## src/hdl/cts_pkg.sv

```systemverilog
// ----------------------------------------------------------------------------
// cts_pkg - shared constants and types of the cosine Taylor series unit
// Fixed-point formats, fold constants, series widths and the beat structs
// passed between the fold stage, the series pipeline and the top level.
// ----------------------------------------------------------------------------
package cts_pkg;

  localparam int unsigned TERMS   = 50;   // series terms after the leading 1
  localparam int unsigned ANGLE_W = 32;   // Q16.16 angle
  localparam int unsigned COS_W   = 32;   // Q2.30 cosine

  // 6.28 in Q16.16, rounded to the nearest LSB
  localparam longint unsigned PERIOD = 64'd411566;

  // fold: bias to a non-negative value, then floor divide by reciprocal
  localparam int unsigned     U_W        = 33;
  localparam int unsigned     R_W        = 19;
  localparam longint unsigned FOLD_BIAS  = ((64'd1 << 31) + PERIOD - 1) / PERIOD * PERIOD;
  localparam int unsigned     FOLD_SHIFT = 3;
  localparam int unsigned     FOLD_FRAC  = 32;
  localparam int unsigned     FOLD_RCP_W = 17;
  localparam longint unsigned FOLD_RCP   = (64'd1 << (FOLD_FRAC + FOLD_SHIFT)) / PERIOD;
  localparam int unsigned     FQ_W       = 14;

  // series
  localparam int unsigned     SQ_W    = 2 * R_W;              // r*r, Q32
  localparam int unsigned     SCALE   = 32;
  localparam int unsigned     M_W     = 37;                   // term magnitude, Q30
  localparam int unsigned     P_W     = M_W + SQ_W - SCALE;   // m*x^2 before the divide
  localparam int unsigned     RC_W    = P_W;                  // divide reciprocal
  localparam int unsigned     ACC_W   = 40;                   // running sum, Q30
  localparam int unsigned     D_W     = 14;
  localparam int unsigned     REM_W   = 16;
  localparam longint unsigned ONE_Q30 = 64'd1 << 30;

  typedef struct packed {
    logic            valid;
    logic [SQ_W-1:0] sq;
  } fold_beat_t;

  typedef struct packed {
    logic                    valid;
    logic signed [ACC_W-1:0] acc;
  } sum_beat_t;

endpackage

```

## src/hdl/cts_fold.sv

```systemverilog
// ----------------------------------------------------------------------------
// cts_fold - angle fold and square
// Floor modulo of the Q16.16 angle by the 6.28 period through a reciprocal
// multiply with one correction step, then the square of the folded angle.
// Six register stages, all advancing together on en.
// ----------------------------------------------------------------------------
module cts_fold (
  input  logic                          clk,
  input  logic                          rst,
  input  logic                          en,
  input  logic                          in_valid,
  input  logic [cts_pkg::ANGLE_W-1:0]   angle,
  output cts_pkg::fold_beat_t           result
);
  import cts_pkg::*;

  localparam int unsigned          STAGES = 6;
  localparam int unsigned          PROD_W = U_W - FOLD_SHIFT + FOLD_RCP_W;
  localparam logic [U_W:0]         BIAS   = (U_W + 1)'(FOLD_BIAS);
  localparam logic [FOLD_RCP_W-1:0] RCP   = FOLD_RCP_W'(FOLD_RCP);
  localparam logic [U_W-1:0]       PER_U  = U_W'(PERIOD);

  logic [STAGES-1:0] v;
  logic [ANGLE_W-1:0] a0;
  logic [U_W-1:0]    u1;
  logic [U_W-1:0]    u2;
  logic [U_W-1:0]    u3;
  logic [PROD_W-1:0] prod2;
  logic [U_W-1:0]    qp3;
  logic [R_W-1:0]    r4;
  logic [SQ_W-1:0]   sq5;
  logic [U_W:0]      biased;
  logic [U_W-1:0]    rem_e;

  // adding a multiple of the period keeps the residue and clears the sign
  assign biased = {{(U_W + 1 - ANGLE_W){a0[ANGLE_W-1]}}, a0} + BIAS;
  assign rem_e  = u3 - qp3;

  always_ff @(posedge clk) begin
    if (rst) begin
      v <= '0;
    end else if (en) begin
      v <= {v[STAGES-2:0], in_valid};
    end
  end

  always_ff @(posedge clk) begin
    if (en) begin
      a0    <= angle;
      u1    <= biased[U_W-1:0];
      u2    <= u1;
      prod2 <= PROD_W'(u1[U_W-1:FOLD_SHIFT]) * PROD_W'(RCP);
      u3    <= u2;
      // quotient estimate is exact or one short
      qp3   <= U_W'(prod2[FOLD_FRAC+FQ_W-1:FOLD_FRAC]) * PER_U;
      r4    <= (rem_e >= PER_U) ? R_W'(rem_e - PER_U) : R_W'(rem_e);
      sq5   <= SQ_W'(r4) * SQ_W'(r4);
    end
  end

  assign result.valid = v[STAGES-1];
  assign result.sq    = sq5;

endmodule

```

## config.mk

```make
export PLATFORM = sky130hd
export DESIGN_NAME = cts_fold
export DESIGN_NICKNAME = d
export VERILOG_FILES = /design/src/hdl/cts_pkg.sv /design/src/hdl/cts_fold.sv
export SDC_FILE = /design/constraint.sdc
export NUM_CORES = 2
export LEC_CHECK = 0
export BUFFER_PORTS_ARGS = -buffer_cell sky130_fd_sc_hd__buf_2
export CELL_PAD_IN_SITES_DETAIL_PLACEMENT = 0
export CELL_PAD_IN_SITES_GLOBAL_PLACEMENT = 1
export CORE_ASPECT_RATIO = 1.75
export CORE_MARGIN = 2
export CORE_UTILIZATION = 35
export DETAILED_ROUTE_END_ITERATION = 6
export PLACE_DENSITY_LB_ADDON = 0.3
export RECOVER_POWER = 25
export SETUP_SLACK_MARGIN = 0.5
export SYNTH_ARGS = -nofsm -noshare
export SYNTH_HDL_FRONTEND = slang
export SYNTH_SLANG_ARGS = --single-unit
```

## constraint.sdc

```tcl
create_clock -name clk -period 20.4 [get_ports clk]
set_input_delay 0 -clock clk [delete_from_list [all_inputs] [get_ports clk]]
set_output_delay 0 -clock clk [all_outputs]
set_load 0.005 [all_outputs]
```

[Yosys cells after proc, flatten, opt, wreduce, memory -nomap -nowiden]
Cells that the tools add are included.
Storage, ports and cells
  bits in registers: 272
  bits of input ports: 36
  output and inout bits: 39
  logic and storage cells: 17
Operators by class
  add/subtract/negate cells: 3
  multiply operators: 3
  $lt $le $gt $ge: 1
  multiplexer cells: 1
Operators with widths (number)
  multiplier 30 x 17 -> 46 bit (second input constant): 1
  multiplier 19 x 19 -> 38 bit: 1
  adder 32 x 33 -> 33 bit (second input constant): 1
  greater-or-equal comparator 33 x 19 -> 1 bit (second input constant): 1
  subtractor 33 bit: 1
  multiplier 14 x 18 -> 32 bit (second input constant): 1
  two-way mux 19 bit: 1
  subtractor 19 bit (second input constant): 1

[Logic depth before layout (Yosys ltp)]
  depth in word-level cells: 3
  depth in mapped cells: 27
  mapped depth without buffers: 26

[Least setup slack after synthesis]
Ideal clock, no wire load.
  kind: reg-to-reg
  start point: register r4[7]
  end point: register sq5[37] (data pin)
  setup time: 0.261 ns
  data arrival time: 6.525 ns
  data required time: 20.139 ns
  slack: 13.614 ns
  cell stages (with the launch flop): 25
  path buffers: 2
  period minus slack after synthesis: 6.786 ns
  cells stage by stage: edfxtp_1 > clkbuf_1 > clkbuf_1 > nand2_1 > fa_1 > fa_1 > fa_1 > inv_1 > fa_1 > inv_1 > fa_1 > fa_1 > inv_1 > ha_1 > a21o_1 > a21oi_1 > o21ai_0 > or4_1 > a31oi_1 > o31ai_1 > a211o_1 > o31ai_1 > o2111ai_1 > o211ai_1 > xnor2_1
On the way
  longest elaborated chain between the ends: 1
Ends and longest elaborated chain
  from (decl): line cts_fold.sv:30  | logic [R_W-1:0] r4;
  from (signal assigned): line cts_fold.sv:56  | r4 <= (rem_e >= PER_U) ? R_W'(rem_e - PER_U) : R_W'(rem_e);
  multiplier 19 x 19 -> 38 bit: line cts_fold.sv:57  | sq5 <= SQ_W'(r4) * SQ_W'(r4);
  to (signal assigned): line cts_fold.sv:57
  to (decl): line cts_fold.sv:31  | logic [SQ_W-1:0] sq5;
No other way between the ends.
A chain may end at the register's enable or synchronous reset.

[Worst setup path in the final report]
  start point: register r4[8]
  end point: register sq5[37] (data pin)
The elaborated chain is that of the path after synthesis.

==> results.cfg <==
[grt]
track_usage_pct = 16.6
grt_pass1_vias = 23800
grt-ovfl-total = 0
grt_pass1_wl_microns = 124000
antenna_found_initial = 1
grt_max_degree = 94

[sta]
tightest_slew_ns = 5.68
fin_hold_ws_ns = 0.0587
fmax_mhz = 128
period_needed_ns = 7.82
setup_viol = 0
tns_ns = 0
rsz0062_at_grt = false
layout_setup_ws_ns = 12.58
clock_skew_ns = 0.0591
post-route-period-util_pct = 38.3
hold_violations = 0
maxSlewViolCount = 94
maxSlewHeadroom_pct = -279

[worst_setup_path]
crit_fanout = 19
required_ns = 20.72
crit_top_cell = fa_1
critPathMaxStageDelay_ns = 0.72
crit_chain = and2_1 > fa_1 > inv_1 > fa_1 > fa_1 > inv_1 > fa_1 > inv_1 > fa_1 > fa_1 > inv_1 > ha_1 > a21o_1 > a21oi_1 > o21ai_0 > or4_1 > a31oi_1 > o31ai_1 > a211o_1 > o31ai_1 > o2111ai_1 > o211ai_1 > xnor2_1
cp_num_buf_inv = 4
startpoint_type = register
crit_slowest_cell = edfxtp_1
path_class = reg2reg
cp_top_family = adder cells
end_kind = register
arrival_ns = 8.14

[detailed_routing]
num_vias = 20900
routedWlPerCell_microns = 17.6
wl_met3_microns = 1630
vias_per_cell = 4.80
dr.max_layer_used = met4
drt_pre_antenna_iters = 5
drt-met1-wl_microns = 24800
drtAntennaViolNets = 0
wl_met2_microns = 46800
drc = 0
drt_iter0_drc = 655
routed_wl_microns = 76800

[cells_and_area]
fin_cells = 4358
fill_cells = 9284
drive_gt1_share_pct = 5.87
fin_nets = 4188
area_growth_pct = 8.99
multiInputGateArea_sq_mm = 0.0231
seqCellArea_sq_mm = 0.00712

[hold_path]
holdCritPathClass = in2reg

[cts]
cts-buffers-inserted = 30
clock_latency_ns = 0.64
cts.clk_slew.worst_paths_ns = 0.06
h-tree-depth = 1
root_buffer = clkbuf_16
post_cts_resized = 0
postCtsSetupBuffers = 0
cts_tree = yes
ctsHoldBuffers = 37
numClockSinks = 239
clk_path_buf_depth = 3

[die]
fp.dieH_microns = 410
initial_utilization_pct = 35.2
row_count = 149
core_sq_mm = 0.0938
pin_count = 75
die_area_sq_mm = 0.0968
dieWidth_microns = 236

[yosys]
synthArstFlopShare_pct = 0
synth_fp_nets = 4095
synth_edf_count = 233
synth.avg_cell_area_sq_um = 10.9
ys_seq_elements = 239
postSynthCellCount = 3033
synthDistinctLibCells = 99
yosys_warnings = 0
seq_area_frac_synth_pct = 21.6
ys.flop_type = edfxtp_1
syn_area_sq_mm = 0.0330

[placement]
io_buffers = 73
gp_congestion = 0.851
place_ws_ns = 12.57
dp.cells = 4265
dpl.hpwl_microns = 64600

[run]
cap_violations = 1

[status]
violations = capacitance limit, slew limit
status = finished, violations left
## kinds of logic (layout without fill, tap and decap cells)
kind of cell             after synthesis  in the layout  share of synthesized area [%]
AO/OA/AOI/OAI                        337            337                           7.05
other                                  1              2                         0.0114
AND/OR/NAND/NOR                      546            546                           8.65
buffers and inverters                725            841                           8.39
flip-flops                           239            239                           21.6
adder cells (fa/ha/maj)             1026           1026                           49.9
multiplexers                          14             14                          0.432
XOR/XNOR                             145            145                           3.99
## per-stage QoR
step,util (%),instance area (sq um)
floorplan,-,33000
global placement,37.0,34700
detailed placement,37.0,34700
CTS,38.4,36000
global route,38.3,36000
finish,38.3,36000
## placed cells by master (no fill, tap or decap), drive strengths merged, types with 12 or more instances in the layout
cell / Yosys / final
a211oi: 13 / 13
a21o: 47 / 47
a21oi: 95 / 95
and2: 74 / 74
and3: 15 / 15
buf: 14 / 74
clkbuf: 39 / 38
dlygate4sd3: 0 / 37
edfxtp: 233 / 233
fa: 483 / 483
ha: 543 / 543
inv: 672 / 675
mux2i: 12 / 12
nand2: 166 / 166
nand2b: 25 / 25
nand3: 42 / 42
nor2: 106 / 106
nor2b: 20 / 20
nor3: 36 / 36
o211ai: 18 / 18
o21a: 15 / 15
o21ai: 53 / 53
o21bai: 14 / 14
or2: 12 / 12
xnor2: 101 / 101
xor2: 44 / 44
## state kept, by name, summed over array words and instances (netlist names)
register  count
u3           33
u1           33
a0           32
v             6
u2           33
prod2        14
qp3          32
r4           19
sq5          37
## worst paths after layout
| check | from | to | slack [ns] | cells after the start |
|---|---|---|---|---|
| worst min-delay path | angle[16] | a0[16] | 0.06 | 2 |
| worst max-delay path | r4[8] | sq5[37] | 12.58 | 23 |
| worst min register to register | u2[23] | u3[23] | 0.41 | 0 |
| worst max register to register | r4[8] | sq5[37] | 12.58 | 23 |
## Yosys cell counts, drive strengths merged, types with 8 or more instances
| cell | count | area, sq um |
|---|---|---|
| inv | 672 | 2520 |
| ha | 543 | 6790 |
| fa | 483 | 9670 |
| edfxtp | 233 | 7000 |
| nand2 | 166 | 623 |
| nor2 | 106 | 443 |
| xnor2 | 101 | 922 |
| a21oi | 95 | 483 |
| and2 | 74 | 463 |
| o21ai | 53 | 269 |
| a21o | 47 | 353 |
| xor2 | 44 | 393 |
| nand3 | 42 | 228 |
| clkbuf | 39 | 146 |
| nor3 | 36 | 200 |
| nand2b | 25 | 164 |
| nor2b | 20 | 125 |
| o211ai | 18 | 135 |
| and3 | 15 | 115 |
| o21a | 15 | 113 |
| buf | 14 | 98.8 |
| o21bai | 14 | 105 |
| a211oi | 13 | 128 |
| mux2i | 12 | 120 |
| or2 | 12 | 75.1 |
| a31oi | 11 | 68.8 |
| and4 | 10 | 87.6 |
| nand4 | 9 | 56.3 |
| o31a | 9 | 87.6 |
| o31ai | 9 | 72.6 |
| or4 | 8 | 63.8 |
## layer usage
metal  global-route usage [%]  up-vias
met5                        0        -
met4                     7.19        0
met3                     1.34      141
met2                     36.2      277
met1                     15.0    10400
li1                         -    10100
## cell type report
cell class | instances | area share (%)
timing repair buffer | 114 | 2.11
clock inverter | 20 | 0.473
inverter | 672 | 7.02
multi-input combinational | 2069 | 64.3
antenna | 1 | 0.00696
clock buffer | 35 | 2.14
tap | 1208 | 4.20
sequential | 239 | 19.8
## worst reg2reg max path, cell delays in order (launching register included)
cell and delay (ns):
edfxtp_1 0.72, and2_1 0.38, fa_1 0.55, inv_1 0.05
fa_1 0.48, fa_1 0.52, inv_1 0.05, fa_1 0.49
inv_1 0.05, fa_1 0.49, fa_1 0.49, inv_1 0.04
ha_1 0.37, a21o_1 0.19, a21oi_1 0.12, o21ai_0 0.13
or4_1 0.43, a31oi_1 0.29, o31ai_1 0.26, a211o_1 0.42
o31ai_1 0.57, o2111ai_1 0.17, o211ai_1 0.14, xnor2_1 0.11
Power is left out: the tool's default activity adds up to more than one toggle a clock period on the data nets, which glitch-free logic cannot reach.
